## src/rtl/vdm_pkg.sv

```systemverilog
// ----------------------------------------------------------------------------
// Vector distance metric package
// Shared widths, codes, payload structs and the job record that passes
// from the accumulating front end to the scoring back end.
// ----------------------------------------------------------------------------
package vdm_pkg;

  localparam int MAX_LEN     = 4096;
  localparam int SAMPLE_W    = 16;
  localparam int ACC_W       = 48;
  localparam int CNT_W       = 13;
  localparam int SCORE_W     = 32;
  localparam int NUM_W       = 96;
  localparam int DEN_W       = 64;
  localparam int ROOT_W      = 32;
  localparam int QUEUE_DEPTH = 2;
  localparam int QPTR_W      = 1;
  localparam int QCNT_W      = 2;

  localparam logic [1:0] METRIC_MAE = 2'd0;
  localparam logic [1:0] METRIC_MSE = 2'd1;
  localparam logic [1:0] METRIC_COS = 2'd2;

  localparam logic [SCORE_W-1:0] SCORE_MAX = 32'h7FFF_FFFF;

  typedef struct packed {
    logic signed [SAMPLE_W-1:0] value_a;
    logic signed [SAMPLE_W-1:0] value_b;
    logic                       last_element;
  } in_item_t;

  typedef struct packed {
    logic signed [SCORE_W-1:0] score;
    logic                      status;
    logic [CNT_W-1:0]          element_count;
  } out_item_t;

  typedef struct packed {
    logic             is_cos;
    logic             is_mse;
    logic [ACC_W-1:0] diff_sum;
    logic [ACC_W-1:0] norm_a;
    logic [ACC_W-1:0] norm_b;
    logic [CNT_W-1:0] count;
  } job_t;

  typedef struct packed {
    logic full;
    logic empty;
  } queue_stat_t;

endpackage

```

## src/rtl/vdm_front.sv

```systemverilog
// ----------------------------------------------------------------------------
// Vector distance metric front end
// Accumulates one element pair per cycle while the job queue has room and
// hands a finished vector to the job queue.
// ----------------------------------------------------------------------------
module vdm_front import vdm_pkg::*; (
  input  logic        clk,
  input  logic        rst_n,
  input  logic        in_valid,
  output logic        in_ready,
  input  in_item_t    in_data,
  input  logic        cfg_wr_en,
  input  logic [1:0]  cfg_wr_data,
  input  queue_stat_t q_stat,
  output logic        push,
  output job_t        push_job
);

  logic [1:0]              metric_r;
  logic [ACC_W-1:0]        diff_r, norm_a_r, norm_b_r;
  logic [CNT_W-1:0]        count_r;
  logic signed [16:0]      diff;
  logic [16:0]             abs_d;
  logic signed [31:0]      prod_ab, prod_aa, prod_bb;
  logic signed [33:0]      prod_dd;
  logic [ACC_W-1:0]        add_v, diff_upd, norm_a_upd, norm_b_upd;
  logic [CNT_W-1:0]        count_upd;
  logic                    is_cos, is_mse, room, accept;

  always_comb begin
    diff    = {in_data.value_a[15], in_data.value_a} - {in_data.value_b[15], in_data.value_b};
    abs_d   = diff[16] ? 17'(-diff) : 17'(diff);
    prod_ab = in_data.value_a * in_data.value_b;
    prod_aa = in_data.value_a * in_data.value_a;
    prod_bb = in_data.value_b * in_data.value_b;
    prod_dd = diff * diff;
    // Bit 1 of the selector picks the cosine, so code three behaves as cosine.
    is_cos  = metric_r[1];
    is_mse  = (metric_r == METRIC_MSE);
    if (is_cos) begin
      add_v = {{16{prod_ab[31]}}, prod_ab};
    end else if (is_mse) begin
      add_v = {15'b0, prod_dd[32:0]};
    end else begin
      add_v = {31'b0, abs_d};
    end
    room       = (count_r < CNT_W'(MAX_LEN));
    diff_upd   = room ? diff_r + add_v : diff_r;
    norm_a_upd = room ? norm_a_r + {16'b0, prod_aa} : norm_a_r;
    norm_b_upd = room ? norm_b_r + {16'b0, prod_bb} : norm_b_r;
    count_upd  = room ? count_r + CNT_W'(1) : count_r;
  end

  assign in_ready = !q_stat.full;
  assign accept   = in_valid && in_ready;
  assign push     = accept && in_data.last_element;

  always_comb begin
    push_job.is_cos   = is_cos;
    push_job.is_mse   = is_mse;
    push_job.diff_sum = diff_upd;
    push_job.norm_a   = norm_a_upd;
    push_job.norm_b   = norm_b_upd;
    push_job.count    = count_upd;
  end

  always_ff @(posedge clk) begin
    if (!rst_n) begin
      metric_r <= METRIC_MAE;
      diff_r   <= '0;
      norm_a_r <= '0;
      norm_b_r <= '0;
      count_r  <= '0;
    end else begin
      if (cfg_wr_en) begin
        metric_r <= cfg_wr_data;
      end
      if (accept) begin
        if (in_data.last_element) begin
          diff_r   <= '0;
          norm_a_r <= '0;
          norm_b_r <= '0;
          count_r  <= '0;
        end else begin
          diff_r   <= diff_upd;
          norm_a_r <= norm_a_upd;
          norm_b_r <= norm_b_upd;
          count_r  <= count_upd;
        end
      end
    end
  end

endmodule

```

## config.mk

```make
export PLATFORM = sky130hd
export DESIGN_NAME = vdm_front
export DESIGN_NICKNAME = d
export VERILOG_FILES = /design/src/rtl/vdm_pkg.sv /design/src/rtl/vdm_front.sv
export SDC_FILE = /design/constraint.sdc
export NUM_CORES = 2
export LEC_CHECK = 0
export ABC_AREA = 1
export ABC_CLOCK_PERIOD_IN_PS = 15650
export BUFFER_PORTS_ARGS = -buffer_cell sky130_fd_sc_hd__buf_2
export CORE_MARGIN = 3
export CORE_UTILIZATION = 60
export CTS_CLUSTER_DIAMETER = 150
export CTS_CLUSTER_SIZE = 25
export DETAILED_ROUTE_END_ITERATION = 8
export PLACE_DENSITY = 0.81
export SYNTH_ARGS = -nofsm -noshare
export SYNTH_HDL_FRONTEND = slang
export SYNTH_SLANG_ARGS = --single-unit
export TNS_END_PERCENT = 100
```

## constraint.sdc

```tcl
create_clock -name clk -period 15.65 [get_ports clk]
set_input_delay 2.3475 -clock clk [delete_from_list [all_inputs] [get_ports clk]]
set_output_delay 2.3475 -clock clk [all_outputs]
set_load 0.05 [all_outputs]
```

-- Word level (Yosys, flattened, before mapping)
Index checks and enable logic that the tools add are counted.
- register bits after elaboration: 159
- input port bits: 41
- output and inout bits: 161
- $add $sub $neg: 6
- multipliers: 4
- order comparisons: 1
- equality and inequality tests: 1
- multiplexer cells: 11
- reductions and logical operators: 3
- operator list (operator ; number):
    two-way mux 48 bit ; 7
    adder 48 x 32 -> 48 bit ; 2
    multiplier 16 x 16 -> 32 bit ; 3
    adder 48 bit ; 1
    multiplier 17 x 17 -> 33 bit ; 1
    two-way mux 33 bit ; 1
    two-way mux 13 bit ; 2
    two-way mux 17 bit ; 1
    negation 17 bit ; 1
    subtractor 16 x 16 -> 17 bit ; 1
    adder 13 x 1 -> 13 bit (second input constant) ; 1
    less-than comparator 13 bit (second input constant) ; 1
    equality test 2 x 1 -> 1 bit (second input constant) ; 1
    logical AND 1 bit ; 2
    logical NOT 1 bit ; 1

-- Depth between registers and ports, before layout
- depth after elaboration: 8
- gate-level depth with buffers: 56

-- Worst setup path before layout
No wires, ideal clock.
- path kind: input -> output
- start point: input port in_data[17] (netlist name)
- end point: output port push_job[147] (netlist name)
- arrival time: 11.242 ns
- slack: 2.061 ns
- cell stages on the path: 47
- buffers on the path: 3
- path through: clkbuf_1 > inv_1 > ha_1 > fa_1 > inv_1 > nand3_1 > nand2_2 > nand2_1 > nand2_1 > nand3_1 > nand2_1 > nand2_1 > nand2_1 > buf_4 > buf_2 > nor2_1 > fa_1 > inv_1 > (+11 left out) > a21oi_1 > o31ai_1 > a21oi_1 > o221ai_1 > or2_2 > nand3_1 > nand2_1 > ha_1 > nand2_1 > nor2_1 > inv_1 > nor2_1 > inv_1 > nor2_1 > nand3_1 > nand3_1 > nand2_1 > a31oi_1
- RTL lines (element ; RTL line ; RTL):
    start, declared ; vdm_front.sv:11 ; input in_item_t in_data,
    end, declared ; vdm_front.sv:16 ; output job_t push_job

==> results.md <==
* Global-route wire length before repair at 249 mm
* Initial drt markers at 4084
* Critical path fanouts, max at 9
* Mean post-synth cell area at 7.29 um2
* Post-CTS setup buffer count at 0
* CTS clock-pin slew for the worst setup and hold paths at roughly 80 ps
* Wire length per cell at around 17 um
* All-Layer GR Usage at 32.6%
* Slew of the pin with the lowest slew margin at 1230 ps
* Async set-reset flop share out of synthesis at 0%
* Maximum clock frequency at between 0.06 and 0.07 GHz
* Met3 Use GR at 5.61%
* Filler cell count at 7851
* DR DRC count at 0
* GR Util met2 at between 50% and 60%
* Post-Syn Instances at 7534
* Worst path arrival time at 12490 ps
* Critical Path Slowest Stage Cell: fa_1
* Worst EP required at 13300 ps
* Post-Layout Cell Count at 8800
* Relative slew slack at 17.3%
* Die W at 309 um
* Seq/Total Area, Yosys at 5.80%
* PortBufs at 200
* Post-CTS sizing at 0
* CTS tree: built
* Row Count at 110
* Crit path kind: input pin to primary output
* CTS Hold Bufs at 0
* Crit path time final at 14840 ps
* Final Net Count at 9131
* CP Capture Type: primary output
* Max Cap Viol at 0
* Placed Cells at 8763
* Share of layout cells above drive strength 1 at between 5 and 6%
* Vias in the first global route at 48.9k
* Clock tree buffer depth at 2
* Crit share post-route at between 90% and 100%
* Post-Syn Area at 54900 um2
* Synth-to-Final Area Change at 5.03%
* Worst clock skew at 21.1 ps
* Seq cells post-synth at 159
* Post-synth EDFFs at 0
* CP dominant cell by count: inv_1
* TNS Setup at 0 ps
* Total routed wirelength at 151 mm
* GP Congestion at 0.980
* Sink Count at 159
* Outcome: complete, no violations
* Busiest layer in global routing: met2
* Final ANT Viol Nets at 0
* Kind of start point of the critical path: input pin
* Dpl hpwl at 124 mm
* Synth warn at 0
* Root Driver: clkbuf_16
* Initial cell density of the core at 60.7%
* Largest net degree at the start of global routing at 126
* Antenna violations before repair at 10
* Slew Limit Fails at 0
* Core Footprint at 90400 um2
* Fin. Hold Viols at 0
* Critical path buffer and inverter count at 13
* Unrepaired setup endpoints after global routing: false
* Die Y at 309 um
* Clock Latency Late Sink at 480 ps
* Main synth FF type: dfxtp_1
* I/O pins at 202
* Syn_nets at just over 9k
* Final core occ at 63.8%
* Worst Hold Margin at ~470 ps
* CTS Buf Count at 17
* H-tree depth at 4
* Post-DR vias/cell at 5.47
* Crit-path max cell delay at 730 ps
* Total gr overflow at 0
* Cell family with most CP delay: adder cells
* Via Count at between 40k and 50k
* Multi-input gate area at 43600 um2
* DIE AREA at 95200 um2
* Drt first pass iters at 7
* Final setup vio count at 0
* Sequential Area at 3180 um2
* Global-route met1 utilization at 45.2%
* Post-synth cell types at 63
* HP Class: flip-flop to flip-flop
cells by family after synthesis:
group                      share of synthesized area [%]
AOI/OAI and AO/OA                                   9.10
buffers and inverters                               14.7
muxes                                             0.0182
adders and majority gates                           47.6
and+or+nand+nor                                     20.0
xor gates and xnor gates                            2.80
DFF                                                 5.80
tightest hold or removal path, cell delays in order, from the launching register on:
cell,delay (ps)
dfxtp_1,310
nand2_1,60
a21oi_1,60
metal layers:
metal  up-vias  share of wire (%)
met5         -              0.027
met4         6                3.5
met3       340                9.1
met2      1910                 46
met1     23200                 42
li1      22700                  -
state kept, by name, indices dropped and copies added, names as in the netlist:
signal	cells
diff_r	48
norm_a_r	48
norm_b_r	48
count_r	13
metric_r	2
path summary, 6_finish.rpt:
check	start	slack, ps	to	cells after the start
setup / recovery	in_data[17]	810	push_job[154]	47
setup reg to reg	metric_r[0]	10490	diff_r[35]	24
hold / removal	norm_a_r[41]	470	norm_a_r[41]	2
hold reg to reg	norm_a_r[41]	470	norm_a_r[41]	2
cell type report:
class | count | share of cell area [%]
inverter | 1928 | 12.6
sequential | 159 | 5.52
antenna | 5 | 0.0217
tap | 1176 | 2.55
multi-input combinational | 5229 | 75.7
clock buffer | 19 | 0.785
timing repair buffer | 271 | 2.66
clock inverter | 13 | 0.208
Yosys cell counts (5+ instances only):
cell type	n	area (um2)
xor2_1	86	753
nand4_1	47	294
ha_1	477	5970
inv_1	1912	7180
o21ai_1	22	110
o21bai_1	26	195
nor2_2	7	43.8
buf_2	17	85.1
nor3_1	48	240
a21oi_1	466	2330
o21a_1	17	128
xnor2_1	84	736
nand2_1	1713	6430
or2_1	7	43.8
inv_2	9	33.8
nor4_1	19	119
dfxtp_1	159	3180
nand3_2	5	50.1
fa_1	1007	20200
o211ai_1	19	143
or2_2	55	344
buf_1	24	90.1
o21ai_0	264	1320
a31oi_1	25	156
a21boi_0	7	52.6
a211oi_1	5	37.5
nor2_1	436	1640
o31ai_1	9	67.6
and2_1	13	81.3
clkbuf_1	173	649
a21o_1	31	233
nand2_2	14	87.6
nand2_4	5	56.3
nand3b_1	13	97.6
nand3_1	259	1300
layout by cell type, fill, tap and decap left out, drive strengths merged, types with 19 or more instances in the layout:
cell,count
nand4,48
nor3,49
nor2,445
xor2,89
dfxtp,159
clkbuf,19
nand2,1732
fa,1007
o211ai,20
nor4,21
a31oi,25
a21o,31
or2,64
inv,1932
nand3,264
ha,477
a21oi,470
o21bai,26
xnor2,84
o21ai,287
buf,271
metrics by stage:
step                setup slack, ps  cell area, um2
global placement               1190           57100
global route                    139           57700
CTS                             897           57700
detailed placement              950           57100
floorplan                      2060           54900
finish                          809           57700
Power is left out: the tool's default activity adds up to more than one toggle a clock period on the data nets, which glitch-free logic cannot reach.
