## src/rtl/vdm_pkg.sv

```systemverilog
// ----------------------------------------------------------------------------
// Vector distance metric package
// Shared widths, codes, payload structs and the job record that passes
// from the accumulating front end to the scoring back end.
// ----------------------------------------------------------------------------
package vdm_pkg;

  localparam int MAX_LEN     = 4096;
  localparam int SAMPLE_W    = 16;
  localparam int ACC_W       = 48;
  localparam int CNT_W       = 13;
  localparam int SCORE_W     = 32;
  localparam int NUM_W       = 96;
  localparam int DEN_W       = 64;
  localparam int ROOT_W      = 32;
  localparam int QUEUE_DEPTH = 2;
  localparam int QPTR_W      = 1;
  localparam int QCNT_W      = 2;

  localparam logic [1:0] METRIC_MAE = 2'd0;
  localparam logic [1:0] METRIC_MSE = 2'd1;
  localparam logic [1:0] METRIC_COS = 2'd2;

  localparam logic [SCORE_W-1:0] SCORE_MAX = 32'h7FFF_FFFF;

  typedef struct packed {
    logic signed [SAMPLE_W-1:0] value_a;
    logic signed [SAMPLE_W-1:0] value_b;
    logic                       last_element;
  } in_item_t;

  typedef struct packed {
    logic signed [SCORE_W-1:0] score;
    logic                      status;
    logic [CNT_W-1:0]          element_count;
  } out_item_t;

  typedef struct packed {
    logic             is_cos;
    logic             is_mse;
    logic [ACC_W-1:0] diff_sum;
    logic [ACC_W-1:0] norm_a;
    logic [ACC_W-1:0] norm_b;
    logic [CNT_W-1:0] count;
  } job_t;

  typedef struct packed {
    logic full;
    logic empty;
  } queue_stat_t;

endpackage

```

## src/rtl/vdm_queue.sv

```systemverilog
// ----------------------------------------------------------------------------
// Vector distance metric job queue
// Two-entry queue of finished vector sums between front and back end.
// ----------------------------------------------------------------------------
module vdm_queue import vdm_pkg::*; (
  input  logic        clk,
  input  logic        rst_n,
  input  logic        push,
  input  job_t        push_job,
  input  logic        pop,
  output job_t        pop_job,
  output queue_stat_t q_stat
);

  job_t              entry_r [QUEUE_DEPTH];
  logic [QPTR_W-1:0] wr_ptr_r, rd_ptr_r;
  logic [QCNT_W-1:0] cnt_r;

  assign q_stat.full  = (cnt_r == QCNT_W'(QUEUE_DEPTH));
  assign q_stat.empty = (cnt_r == '0);
  assign pop_job      = entry_r[rd_ptr_r];

  always_ff @(posedge clk) begin
    if (push) begin
      entry_r[wr_ptr_r] <= push_job;
    end
  end

  always_ff @(posedge clk) begin
    if (!rst_n) begin
      wr_ptr_r <= '0;
      rd_ptr_r <= '0;
      cnt_r    <= '0;
    end else begin
      if (push) begin
        wr_ptr_r <= wr_ptr_r + QPTR_W'(1);
      end
      if (pop) begin
        rd_ptr_r <= rd_ptr_r + QPTR_W'(1);
      end
      if (push && !pop) begin
        cnt_r <= cnt_r + QCNT_W'(1);
      end else if (pop && !push) begin
        cnt_r <= cnt_r - QCNT_W'(1);
      end
    end
  end

endmodule

```

## config.mk

```make
export PLATFORM = sky130hd
export DESIGN_NAME = vdm_queue
export DESIGN_NICKNAME = d
export VERILOG_FILES = /design/src/rtl/vdm_pkg.sv /design/src/rtl/vdm_queue.sv
export SDC_FILE = /design/constraint.sdc
export NUM_CORES = 1
export LEC_CHECK = 0
export BUFFER_PORTS_ARGS = -buffer_cell sky130_fd_sc_hd__buf_2
export CAP_MARGIN = 20
export CORE_ASPECT_RATIO = 1.5
export CORE_MARGIN = 2
export CORE_UTILIZATION = 54
export CTS_BUF_LIST = sky130_fd_sc_hd__clkbuf_4 sky130_fd_sc_hd__clkbuf_8
export DETAILED_ROUTE_END_ITERATION = 16
export HOLD_SLACK_MARGIN = 0.08
export PLACE_DENSITY = 0.8
export SLEW_MARGIN = 20
export SYNTH_ARGS = -nofsm -noshare
export SYNTH_HDL_FRONTEND = slang
export SYNTH_SLANG_ARGS = --single-unit
```

## constraint.sdc

```tcl
create_clock -name clk -period 10.65 [get_ports clk]
set_input_delay 0.5325 -clock clk [delete_from_list [all_inputs] [get_ports clk]]
set_output_delay 0.5325 -clock clk [all_outputs]
set_load 0.03 [all_outputs]
```

Word level (Yosys, flattened, before mapping). Memories as Yosys holds them, arrays and structs flattened. A register that Yosys moved wholly into a read port is not among the register bits. Cells that the tools add are included.

Flip-flop bits (word level): 4. RAM bits: 318. Bits of input ports: 163. Output and inout port bits: 161. Logic and storage cells: 21. Memories kept: 1.

Add/subtract/negate cells: 4. Eq/ne operators: 1. Muxes and demuxes: 6. Reduce and logical (&&, ||, !) cells: 6.

Memory list: entry_r (words 2, bits a word 159, rd ports 1, clocked after Yosys merged registers in 1, wr ports 1, line vdm_queue.sv:15) `job_t entry_r [QUEUE_DEPTH];`.

Operators with widths (number): 1-bit 2-to-1 mux (4); 2-bit 2-to-1 mux (2); 1-bit adder (second input constant) (2); 2-bit by 1-bit adder with 2-bit output (second input constant) (1); 2-bit equality test (second input constant) (1); 1-bit logical AND (2); 1-bit zero test (2); 2-bit zero test (1); 2-bit nonzero test (1); 2-bit by 1-bit subtractor with 2-bit output (second input constant) (1).

Longest topological paths before layout.
Word-level depth: 4. Mapped depth: 5.

Worst setup path after synthesis. OpenSTA, ideal clock, no wires.

Path type: input -> register. Start: in push. End: mem entry_r[0][0] (netlist name), enable pin. Setup time: 0.699 ns. Arrival time: 7.436 ns. Data required time: 9.951 ns. Path slack: 2.516 ns. Stages on the path: 1. Buffers on the path: 0. Cells stage by stage: nor2b_1.

Cells in the longest elaborated chain, start to end: 2.

Ends and longest elaborated chain: start, declared (line vdm_queue.sv:8) `input logic push,`; 1-bit 2-to-1 mux (line vdm_queue.sv:24) `if (push) begin`; 1-bit 2-to-1 mux (implied by the code) (line vdm_queue.sv:25) `entry_r[wr_ptr_r] <= push_job;`; end, declared (line vdm_queue.sv:15).

No other way between the ends.

==> parameters.txt <==
Parameter                              Value

Outcome
  Result of the run ... complete, no violations

Detailed routing
  Residual DRC ... 0
  First-pass DRT Iterations ... 4
  Total vias in the final route ... 6,071
  Residual antenna-violating net count after detailed routing ... 0
  Via-to-Cell Ratio ... 5.097
  Detailed router's first-iteration violation count ... 280
  Total wirelength of the detailed-routed design ... 22,530 µm
  Wirelength per Cell ... 18.91 µm

Timing
  Minimum clock period after layout ... 3.259 ns
  Fraction of the cycle the final worst path needs ... 30.61%
  Worst slew margin relative to its limit ... 33.71%
  Final-layout setup total negative slack ... 0 ns
  Worst Max-Slew Pin Slew ... 0.9944 ns
  Count of final setup violators ... 0
  Final hold violations ... 0
  Max Slew Vio Count ... 0
  Maximum achievable frequency ... 306.8 MHz
  Post-route setup slack ... 7.391 ns
  Fin Clk Skew ... 0.01476 ns
  Unrepaired setup endpoints after global routing ... no

GRT
  Wire length of the first global-routing pass ... 33,380 µm
  Total Routing Usage GR ... 18.46%
  Vias in the first global route ... 6,408
  Antenna violations before repair ... 11
  Gr ovfl total ... 0
  Pin count of the biggest net entering global routing ... 122

Die
  Die Span Y ... 187.4 µm
  Die ar. ... 23,670 µm²
  Number of ports placed on the die boundary ... 324
  Starting density of the core ... 54.53%
  Die width ... 126.3 µm
  Standard cell core area ... 22,220 µm²
  Core Rows ... 67

Worst setup path
  Family with the most delay on the worst path ... flip-flops
  Setup Crit Path Kind ... reg2out
  Worst path buffer plus inverter count ... 2
  Slowest cell delay on critical path ... 0.79 ns
  Cell with the largest stage delay on the worst path ... sky130_fd_sc_hd__dfxtp_4
  Worst setup EP type ... primary output
  Worst endpoint required time ... 10.12 ns
  Max FO, Critical Path ... 121
  Critical-path cell list ... buf_12 > mux2_2 > buf_2
  Signal arrival time at the worst endpoint ... 2.73 ns
  CP Launch Type ... flop

Clock network
  Clock tree from TritonCTS ... yes
  Hold bufs inserted after CTS ... 0
  Clock-pin slew on the worst setup and hold paths ... 0.06 ns
  Deepest clock path buffer count ... 3
  Clock latency at the later pin of the worst-skew pair ... 0.54 ns
  Total clock buffers created by CTS ... 45
  CTS Root Cell ... sky130_fd_sc_hd__clkbuf_8
  Post-CTS Resized ... 0
  Total number of H-tree levels ... 2
  TritonCTS Sinks ... 323
  Buffers inserted during post-CTS setup optimization ... 0

Power and ir drop
  Power density normalized to cell area ... 191.2 nW/µm²
  Total design power ... 2.848 mW
  Logic gate share of total power ... 14.0%
  Switching share of power ... 24.42%
  Portion of total power attributed to sequential cells ... 52.5%
  Int Pwr ... 2.153 mW
  LEAKAGE ... 5.841 nW
  Clock power frac ... 33.5%
  Largest vdd supply drop ... 0.1296 mV
  Switching pwr ... 0.6956 mW

Synth
  Number of storage elements in the synthesis netlist ... 323
  Most frequent cell after synthesis ... sky130_fd_sc_hd__edfxtp_1
  Most common library cells after synthesis ... 318 x sky130_fd_sc_hd__edfxtp_1, 101 x sky130_fd_sc_hd__mux2_4, 58 x sky130_fd_sc_hd__mux2_2, 14 x sky130_fd_sc_hd__buf_6, 5 x sky130_fd_sc_hd__dfxtp_1
  Top cells by area, synth ... sky130_fd_sc_hd__edfxtp_1 79%, sky130_fd_sc_hd__mux2_4 13%, sky130_fd_sc_hd__mux2_2 5.4%
  FFs w/ async S/R, synth ... 0%
  Synthesized netlist net count ... 681
  Area share of the leading cell type in the synthesized netlist ... 78.83%
  Synth Area per Inst ... 23.43 µm²
  XOR/XNOR share of the synthesized area ... 0.2169%
  Multiplexer area fraction after synthesis ... 17.91%
  Combinational family with the most area after synthesis ... multiplexers
  Post-Synthesis Cells ... 517
  Share of synthesized cell area in and, or, nand and nor gates ... 0.4442%
  Area of the mapped netlist ... 12,110 µm²
  Number of warnings printed during yosys synthesis ... 0
  Top flip-flop cell by instance count after synthesis ... sky130_fd_sc_hd__edfxtp_1
  Number of flops mapped to enable cells by yosys ... 318
  Largest area contributor in the netlist ... sky130_fd_sc_hd__edfxtp_1
  Complex-gate fraction of the synthesized area ... 0.1653%
  Sequential area share after synthesis ... 79.66%
  Unique cell type count in the Yosys netlist ... 17
  Post-synthesis adder-cell area fraction ... 0.1033%

Flow run
  Max-capacitance violation count ... 0

Finish
  Filler cell count ... 1,469
  Post-route cell area ... 14,900 µm²
  Share of final-layout standard cells stronger than drive strength 1 ... 62.11%
  Multi-input gate area ... 2292 µm²
  FF/Latch Area ... 9653 µm²
  Area growth, synth to finish ... 22.97%
  Number of nets in the final layout ... 1,038

Placed design
  Final Wtd Congestion ... 0.7717
  Placed inst area ... 13,960 µm²
  Number of input and output port buffers inserted ... 323
  Detail Placement HPWL ... 14,940 µm
  Minimum setup slack after placement ... 7.873 ns

Min path
  Type of the tightest min-delay check ... in2reg
## registers in the layout, indices dropped and copies added, names as in the netlist, named ones only
signal / cells
wr_ptr_r: 1
cnt_r: 2
entry_r: 318
rd_ptr_r: 1
## layout by cell type, fill, tap and decap left out, types with 2 or more instances in the layout
master | Yosys | layout
sky130_fd_sc_hd__clkinvlp_4 | 0 | 3
sky130_fd_sc_hd__nor2b_1 | 3 | 2
sky130_fd_sc_hd__bufinv_16 | 0 | 3
sky130_fd_sc_hd__clkinv_2 | 0 | 7
sky130_fd_sc_hd__xor2_1 | 2 | 2
sky130_fd_sc_hd__mux2_2 | 58 | 58
sky130_fd_sc_hd__diode_2 | 0 | 7
sky130_fd_sc_hd__clkinv_1 | 0 | 7
sky130_fd_sc_hd__buf_4 | 0 | 3
sky130_fd_sc_hd__clkbuf_4 | 0 | 16
sky130_fd_sc_hd__and2_1 | 4 | 3
sky130_fd_sc_hd__clkbuf_8 | 0 | 45
sky130_fd_sc_hd__dfxtp_1 | 5 | 4
sky130_fd_sc_hd__mux2_4 | 101 | 101
sky130_fd_sc_hd__buf_2 | 4 | 323
sky130_fd_sc_hd__edfxtp_1 | 318 | 318
## worst paths after layout
path	cells past startpoint	from	end	slack [ns]
worst min register to register	2	cnt_r[1]	cnt_r[1]	0.56
worst min-delay path	1	push_job[126]	entry_r[0][126]	0.18
worst max-delay path	3	flop	pop_job[17]	7.39
worst max register to register	3	wr_ptr_r	entry_r[0][132]	8.20
## kinds of logic after synthesis
family                   after synthesis
AO/OA/AOI/OAI                          3
XOR/XNOR                               3
adder cells (fa/ha/maj)                1
buffers and inverters                 19
flip-flops                           323
multiplexers                         159
AND/OR/NAND/NOR                        9
## final cells by class
type	count	share of cell area [%]
diodes	7	0.1176
clock buffers	61	4.964
clock inverters	20	1.168
inverters	1	0.02520
multi-input cells	175	15.39
flip-flops and latches	323	64.80
well taps	276	2.318
repair buffers	328	11.21
## per-layer routing
metal	vias to the layer above	share of wire, %	GRT usage (%)
li1	2790	-	-
met1	2940	35	18.91
met2	261	53	33.02
met3	72	7.6	6.293
met4	8	4.2	9.425
met5	-	0.23	0
## power by group through the flow
stage / sequential [mW] / combinational (mW) / clock [mW]
CTS: 1.50 / 0.404 / 0.981
floorplan: 1.52 / 0.296 / 0
finish: 1.49 / 0.400 / 0.954
global route: 1.50 / 0.420 / 1.03
global placement: 1.52 / 0.398 / 0
detailed placement: 1.52 / 0.403 / 0
## worst register-to-register path, cell delays in order, from the launching register on
cell	delay [ns]
sky130_fd_sc_hd__dfxtp_1	0.34
sky130_fd_sc_hd__nor2b_4	0.10
sky130_fd_sc_hd__buf_4	0.73
sky130_fd_sc_hd__buf_6	0.79
## stage by stage
step / instances / hold WS, ns / utilization [%]
after floorplan: 517 / 0.4729 / -
after global placement: 1103 / 0.4872 / 62.84
after detailed placement: 1103 / 0.5599 / 62.86
after CTS: 1184 / 0.1377 / 66.97
after global routing: 1189 / 0.1327 / 67.03
final: 1191 / 0.1812 / 67.05
(Power assumes the default switching activity.)
