===== config.mk =====
export PLATFORM = sky130hd
export DESIGN_NAME = vdm_back
export DESIGN_NICKNAME = d
export VERILOG_FILES = /design/src/rtl/vdm_pkg.sv /design/src/rtl/vdm_back.sv
export SDC_FILE = /design/constraint.sdc
export NUM_CORES = 2
export LEC_CHECK = 0
export BUFFER_PORTS_ARGS = -buffer_cell sky130_fd_sc_hd__buf_2
export CAP_MARGIN = 20
export CORE_ASPECT_RATIO = 0.7
export CORE_MARGIN = 2
export CORE_UTILIZATION = 56
export CTS_CLUSTER_SIZE = 16
export DETAILED_ROUTE_END_ITERATION = 6
export PLACE_DENSITY_LB_ADDON = 0.05
export SLEW_MARGIN = 10
export SYNTH_ARGS = -nofsm -noshare
export SYNTH_HDL_FRONTEND = slang
export SYNTH_SLANG_ARGS = --single-unit
export TNS_END_PERCENT = 1

===== constraint.sdc =====
create_clock -name clk -period 10.55 [get_ports clk]
set_input_delay 2.11 -clock clk [delete_from_list [all_inputs] [get_ports clk]]
set_output_delay 2.11 -clock clk [all_outputs]
set_load 0.01 [all_outputs]

===== src/rtl/vdm_pkg.sv =====
// ----------------------------------------------------------------------------
// Vector distance metric package
// Shared widths, codes, payload structs and the job record that passes
// from the accumulating front end to the scoring back end.
// ----------------------------------------------------------------------------
package vdm_pkg;

  localparam int MAX_LEN     = 4096;
  localparam int SAMPLE_W    = 16;
  localparam int ACC_W       = 48;
  localparam int CNT_W       = 13;
  localparam int SCORE_W     = 32;
  localparam int NUM_W       = 96;
  localparam int DEN_W       = 64;
  localparam int ROOT_W      = 32;
  localparam int QUEUE_DEPTH = 2;
  localparam int QPTR_W      = 1;
  localparam int QCNT_W      = 2;

  localparam logic [1:0] METRIC_MAE = 2'd0;
  localparam logic [1:0] METRIC_MSE = 2'd1;
  localparam logic [1:0] METRIC_COS = 2'd2;

  localparam logic [SCORE_W-1:0] SCORE_MAX = 32'h7FFF_FFFF;

  typedef struct packed {
    logic signed [SAMPLE_W-1:0] value_a;
    logic signed [SAMPLE_W-1:0] value_b;
    logic                       last_element;
  } in_item_t;

  typedef struct packed {
    logic signed [SCORE_W-1:0] score;
    logic                      status;
    logic [CNT_W-1:0]          element_count;
  } out_item_t;

  typedef struct packed {
    logic             is_cos;
    logic             is_mse;
    logic [ACC_W-1:0] diff_sum;
    logic [ACC_W-1:0] norm_a;
    logic [ACC_W-1:0] norm_b;
    logic [CNT_W-1:0] count;
  } job_t;

  typedef struct packed {
    logic full;
    logic empty;
  } queue_stat_t;

endpackage


===== src/rtl/vdm_back.sv =====
// ----------------------------------------------------------------------------
// Vector distance metric back end
// Turns one job into a score by one-bit-per-cycle restoring division, for
// cosine after two bit-pair square roots and a multiply; holds it until taken.
// ----------------------------------------------------------------------------
module vdm_back import vdm_pkg::*; (
  input  logic      clk,
  input  logic      rst_n,
  input  logic      pop_valid,
  input  job_t      pop_job,
  output logic      pop,
  output logic      out_valid,
  input  logic      out_ready,
  output out_item_t out_data
);

  typedef enum logic [2:0] {ST_IDLE, ST_ROOT, ST_MUL, ST_DIV, ST_DONE} state_t;

  state_t            state_r;
  logic              out_valid_r;
  out_item_t         out_r;
  logic [6:0]        iter_r;
  logic              neg_r, ovf_r;
  logic [CNT_W-1:0]  count_r;
  logic [63:0]       xa_r, xb_r;
  logic [33:0]       ra_rem_r, rb_rem_r;
  logic [ROOT_W-1:0] ra_r, rb_r;
  logic [NUM_W-1:0]  num_r;
  logic [DEN_W-1:0]  den_r, rem_r;
  logic [SCORE_W-1:0] q_r;

  logic [35:0]       ra_sh, rb_sh, ra_try, rb_try;
  logic              ra_ge, rb_ge, d_ge, ovf_fin;
  logic [64:0]       d_sh;
  logic [DEN_W-1:0]  rem_nxt, prod;
  logic [SCORE_W-1:0] q_nxt, q_sat;
  logic [CNT_W-1:0]  cnt_div;
  logic [ACC_W-1:0]  mag;

  always_comb begin
    ra_sh   = {ra_rem_r, xa_r[63:62]};
    rb_sh   = {rb_rem_r, xb_r[63:62]};
    ra_try  = {2'b0, ra_r, 2'b01};
    rb_try  = {2'b0, rb_r, 2'b01};
    ra_ge   = (ra_sh >= ra_try);
    rb_ge   = (rb_sh >= rb_try);
    d_sh    = {rem_r, num_r[NUM_W-1]};
    d_ge    = (d_sh >= {1'b0, den_r});
    rem_nxt = d_ge ? 64'(d_sh - {1'b0, den_r}) : 64'(d_sh);
    q_nxt   = {q_r[SCORE_W-2:0], d_ge};
    ovf_fin = ovf_r | q_r[SCORE_W-1] | q_nxt[SCORE_W-1];
    q_sat   = ovf_fin ? SCORE_MAX : q_nxt;
    prod    = {32'b0, ra_r} * {32'b0, rb_r};
    cnt_div = (pop_job.count == '0) ? CNT_W'(1) : pop_job.count;
    mag     = pop_job.diff_sum[ACC_W-1] ? ACC_W'(-pop_job.diff_sum) : pop_job.diff_sum;
  end

  assign pop       = (state_r == ST_IDLE) && pop_valid;
  assign out_valid = out_valid_r;
  assign out_data  = out_r;

  always_ff @(posedge clk) begin
    if (!rst_n) begin
      state_r     <= ST_IDLE;
      out_valid_r <= 1'b0;
      iter_r      <= '0;
    end else begin
      case (state_r)
        ST_IDLE: begin
          if (pop_valid) begin
            count_r  <= pop_job.count;
            iter_r   <= '0;
            q_r      <= '0;
            ovf_r    <= 1'b0;
            rem_r    <= '0;
            ra_r     <= '0;
            rb_r     <= '0;
            ra_rem_r <= '0;
            rb_rem_r <= '0;
            neg_r    <= pop_job.is_cos && pop_job.diff_sum[ACC_W-1];
            if (pop_job.is_cos) begin
              if (pop_job.norm_a == '0 || pop_job.norm_b == '0) begin
                out_r.score         <= '0;
                out_r.status        <= 1'b1;
                out_r.element_count <= pop_job.count;
                out_valid_r         <= 1'b1;
                state_r             <= ST_DONE;
              end else begin
                xa_r    <= {1'b0, pop_job.norm_a[42:0], 20'b0};
                xb_r    <= {1'b0, pop_job.norm_b[42:0], 20'b0};
                num_r   <= {mag, 48'b0};
                state_r <= ST_ROOT;
              end
            end else if (pop_job.is_mse) begin
              num_r   <= {48'b0, pop_job.diff_sum};
              den_r   <= {49'b0, cnt_div, 2'b0};
              state_r <= ST_DIV;
            end else begin
              num_r   <= {35'b0, pop_job.diff_sum, 13'b0};
              den_r   <= {51'b0, cnt_div};
              state_r <= ST_DIV;
            end
          end
        end
        ST_ROOT: begin
          xa_r     <= {xa_r[61:0], 2'b0};
          xb_r     <= {xb_r[61:0], 2'b0};
          ra_rem_r <= ra_ge ? 34'(ra_sh - ra_try) : 34'(ra_sh);
          rb_rem_r <= rb_ge ? 34'(rb_sh - rb_try) : 34'(rb_sh);
          ra_r     <= {ra_r[ROOT_W-2:0], ra_ge};
          rb_r     <= {rb_r[ROOT_W-2:0], rb_ge};
          iter_r   <= iter_r + 7'd1;
          if (iter_r == 7'(ROOT_W - 1)) begin
            state_r <= ST_MUL;
          end
        end
        ST_MUL: begin
          den_r   <= (prod == '0) ? DEN_W'(1) : prod;
          iter_r  <= '0;
          state_r <= ST_DIV;
        end
        ST_DIV: begin
          num_r  <= {num_r[NUM_W-2:0], 1'b0};
          rem_r  <= rem_nxt;
          q_r    <= q_nxt;
          ovf_r  <= ovf_r | q_r[SCORE_W-1];
          iter_r <= iter_r + 7'd1;
          if (iter_r == 7'(NUM_W - 1)) begin
            out_r.score         <= neg_r ? -$signed(q_sat) : $signed(q_sat);
            out_r.status        <= 1'b0;
            out_r.element_count <= count_r;
            out_valid_r         <= 1'b1;
            state_r             <= ST_DONE;
          end
        end
        ST_DONE: begin
          if (out_ready) begin
            out_valid_r <= 1'b0;
            state_r     <= ST_IDLE;
          end
        end
        default: begin
          state_r <= ST_IDLE;
        end
      endcase
    end
  end

endmodule

* Yosys cells after proc, flatten, opt, wreduce, memory -nomap -nowiden
Index checks and enable logic that the tools add are counted.
** Word-level totals
- Input port bits :: 163
- Register bits :: 588
- Word-level logic and storage cells :: 126
- Output and inout bits :: 48
** Operators by class
- Multipliers :: 1
- Bitwise operators :: 2
- Reductions and logical operators :: 24
- Muxes and demuxes :: 56
- $add $sub $neg :: 6
- Magnitude comparators :: 3
- Equality and inequality tests :: 15
** Operators with widths (count)
- $mux 64 :: 11
- $pmux 64 s2 :: 4
- $mux 96 :: 3
- $pmux 32 s2 :: 3
- $pmux 96 s2 :: 1
- $mux 46 :: 4
- $pmux 34 s2 :: 2
- $mux 34 :: 3
- $logic_not 48->1 :: 2
- $mux 32 :: 3
- $pmux 46 s2 :: 1
- $ge 36x34->1 :: 2
- $sub 34x34->34 :: 2
- $ge 65x64->1 :: 1
- $logic_not 64->1 :: 1
- $mul 32x32->64 :: 1
- $sub 64x64->64 :: 1
- $mux 61 :: 1
- $mux 48 :: 1
- $neg 48->48 :: 1
- $neg 32->32 :: 1
- $pmux 7 s3 :: 1
- $mux 3 :: 6
- $mux 15 :: 1
- other kinds (28) :: 50

* Longest topological paths before layout
- Depth after elaboration :: 7
- Gate-level depth with buffers :: 34
- Gate-level depth less buffers :: 31

* Worst setup path before layout
No wires, ideal clock.
- Path kind :: input -> register
- Start point :: input port pop_job[158] (netlist bit)
- End point :: register xa_r[20], enable pin
- Required time :: 9.907 ns
- Arrival time :: 8.697 ns
- Buffers on the path :: 2
- Library setup time :: 0.643 ns
- Setup slack :: 1.210 ns
- Stages :: 4
- Cells stage by stage :: clkbuf_1 > clkbuf_1 > a21oi_1 > nor3_1
** Between the ends
- Word-level cells in the longest chain between the ends :: 2
** Ends and longest elaborated chain
- start, declared :: line vdm_back.sv:10 : input job_t pop_job,
- $ne 2x2->1 (no line)
- $reduce_and 5->1 (no line)
- end signal, assigned :: line vdm_back.sv:89 : xa_r <= {1'b0, pop_job.norm_a[42:0], 20'b0};
- end signal, assigned :: line vdm_back.sv:106 : xa_r <= {xa_r[61:0], 2'b0};
- end, declared :: line vdm_back.sv:25 : logic [63:0] xa_r, xb_r;
No other way between the ends.
A chain may end at the register's enable or synchronous reset.

* Final worst setup path
- Start point :: register ra_r[20]
- End point :: register den_r[0] (data pin)
** Between the ends
- Word-level cells in the longest chain between the ends :: 4
** Ends and longest elaborated chain
- start, declared :: line vdm_back.sv:27 : logic [ROOT_W-1:0] ra_r, rb_r;
- start signal, assigned :: line vdm_back.sv:110 : ra_r <= {ra_r[ROOT_W-2:0], ra_ge};
- $mul 32x32->64 :: line vdm_back.sv:53 : prod = {32'b0, ra_r} * {32'b0, rb_r};
- $logic_not 64->1 :: line vdm_back.sv:118 : den_r <= (prod == '0) ? DEN_W'(1) : prod;
- $mux 64 :: line vdm_back.sv:118
- $pmux 64 s2 :: line vdm_back.sv:68 : case (state_r)
- end signal, assigned :: line vdm_back.sv:96 : den_r <= {49'b0, cnt_div, 2'b0};
- end signal, assigned :: line vdm_back.sv:100 : den_r <= {51'b0, cnt_div};
- end signal, assigned :: line vdm_back.sv:118
- end, declared :: line vdm_back.sv:29 : logic [DEN_W-1:0] den_r, rem_r;
No other way between the ends.

==> impl_metrics.yaml <==
run_status:
  status: "finished clean"
setup_path:
  critPathLaunchType: "flop"
  required_ns: 11.08
  critPathCaptureType: "flop"
  crit_type: "flop to flop"
  cp_max_fo: 15
  arrival_ns: 10.79
grt:
  grt.total_usage: 0.369
  grt_antenna_before_repair: 7
  grt_max_degree: 133
  overflow: 0
  grt_first_pass_wirelength_mm: 324
  grt_pass1_vias: 51500
sta:
  relSlewSlack: 0.126
  rsz0062_at_grt: "false"
  hold_violations: 0
  setup_tns_ns: 0
  fmax_ghz: 0.0974
  setup_violations: 0
  slew_viol_final: 0
  period_needed_ns: 10.27
  period_share: 0.973
  worst_pin_slew_ns: 1.31
  skew_ns: 0.0418
cells_and_area:
  fillers: 10000
  syn_to_final_growth_pct: 7.72
  nNetsFinal: 8599
  layout-drive-gt1-share: 0.0736
synthesis:
  ys_types: 84
  synth.net_count: 8553
  synth_top_cell_area_share: 0.279
  syn_inst: 7095
  synth_ff_type: "edfxtp_1"
  ys_ff_latch: 548
  synth.yosys.warnings: 0
  avgSynthCellArea_sq_um: 9.08
  yosysTopAreaCell: "fa_1"
  syn-cell-area_sq_um: 64400
  synth_area_leaders: "fa_1, edfxtp_1, ha_1"
  seq_area_frac_synth: 0.254
  synth_edf_count: 537
  synth_async_sr_flop_share: 0
clocking:
  cts_sinks: 548
  root_buffer: "clkbuf_16"
  cts_htree_levels: 2
  clkTransAtPathRegs_ns: 0.06
  cts_buffers: 59
  cts_tree: "built"
  clockBufferDepth: 3
  clkLatencyLatePin_ns: 0.71
routing:
  dr.pass1.iters: 7
  drt-total-wl_mm: 215
  vias: 51700
  wl_per_cell_microns: 24.6
  drc: 0
  viasPerCell: 5.93
  ant_nets: 0
  drt_iter0_markers: 5424
floorplan:
  die_w_microns: 409
  io_pins: 211
  fp.dieArea_sq_um: 118000
  rows: 104
  start_util: 0.563
  chipHeight_microns: 288
  core_sq_um: 115000
place:
  dp_hpwl_mm: 165
  place_congestion: 0.997
  port_buffers: 210
worst_hold_path:
  hp-class: "flop to flop"
job:
  max-cap-violations: 0
[metal layers]
metal / up-vias / share of wire / global-route usage
li1: 23000 / - / -
met4: 6 / 0.038 / 0.120
met5: - / 0.00016 / 0
met1: 25700 / 0.43 / 0.528
met3: 407 / 0.14 / 0.152
met2: 2663 / 0.40 / 0.507
[logic make-up after synthesis]
group | share of synthesized area
adders and majority gates | 0.356
buffers and inverters | 0.0847
xor gates and xnor gates | 0.0334
DFF | 0.254
and+or+nand+nor | 0.167
muxes | 0.0129
AOI/OAI and AO/OA | 0.0928
[state kept, by name (all words and copies together), names as in the netlist, 34 cells and up]
register and flops:
num_r 96, den_r 64, rem_r 64, out_data 46
xa_r 44, xb_r 44, ra_rem_r 34, rb_rem_r 34
[area by class of cell]
| cell class | count | area, sq um | area share |
|---|---|---|---|
| Inverter | 1054 | 3960 | 0.0571 |
| Antenna cell | 4 | 10.0 | 0.000144 |
| Timing Repair inverter | 1 | 5.00 | 0.0000721 |
| Sequential cell | 548 | 16300 | 0.235 |
| Timing Repair Buffer | 383 | 2460 | 0.0354 |
| Clock buffer | 66 | 1500 | 0.0216 |
| Clock inverter | 43 | 473 | 0.00681 |
| Tap cell | 1537 | 1920 | 0.0277 |
| Multi-Input combinational cell | 5094 | 42700 | 0.616 |
[placed cells by master, fill, tap and decap left out, types with 75 or more instances in the layout]
master and count:
edfxtp_1 537, xor2_1 119, buf_4 166, ha_1 398, nand3_1 75, mux2i_1 82, nand2_1 1098, nor2_1 939
buf_2 209, inv_1 1033, o21ai_0 149, fa_1 897, a21o_1 112, a21oi_1 288, xnor2_1 127
[path summary, 6_finish.rpt]
kind                                start        end  slack [ns]  depth (start not counted)
worst max-delay path             ra_r[20]   den_r[0]        0.28                         25
worst min-delay path            iter_r[0]  iter_r[0]        0.50                          1
worst max register to register   ra_r[20]   den_r[0]        0.28                         25
worst min register to register  iter_r[0]  iter_r[0]        0.50                          1
[cells in the mapped netlist, types with 112 or more instances]
cell,n
nand2_1,1098
nor2_1,941
ha_1,398
a21oi_1,288
inv_1,1035
clkbuf_1,349
edfxtp_1,537
xnor2_1,127
xor2_1,119
a21o_1,112
fa_1,897
o21ai_0,149
[metrics by stage]
stage                     setup WS, ns  instance area, sq um  utilization  instances  hold WS [ns]
after floorplan                   1.21                 64400            -       7095         0.458
after global placement           0.720                 67200        0.587       8603         0.484
after detailed placement         0.517                 67300        0.588       8605         0.492
after CTS                        0.429                 69300        0.605       8714         0.508
after global routing            0.0459                 69400        0.606       8728         0.529
final                            0.282                 69400        0.606       8730         0.502
[worst max-delay path: stages, from the launching register on]
cell and delay (ns):
edfxtp_1 1.07, inv_1 0.71, nor2_1 0.35, fa_1 0.45, inv_1 0.07, fa_1 0.43, fa_1 0.51, fa_1 0.56
inv_1 0.06, fa_1 0.52, fa_1 0.47, fa_1 0.55, fa_1 0.49, ha_1 0.45, a21oi_1 0.19, o21ai_0 0.13
a21oi_1 0.40, a31oi_1 0.10, xnor2_1 0.20, or4b_1 0.45, nor4_1 0.56, and4_1 0.46, nand4_1 0.14, nor4_1 0.46
nand4_1 0.15, o21ai_1 0.15
[timing repair]
| action | in CTS | in global routing |
|---|---|---|
| buffers inserted | 0 | 7 |
| resized for setup | 0 | 1 |
| hold buffers | 0 | 0 |
| endpoints found under the setup margin | 0 | 1 |
Power is not shown: default switching activity piles up to over one toggle a cycle in this logic, so the estimate is an artifact.
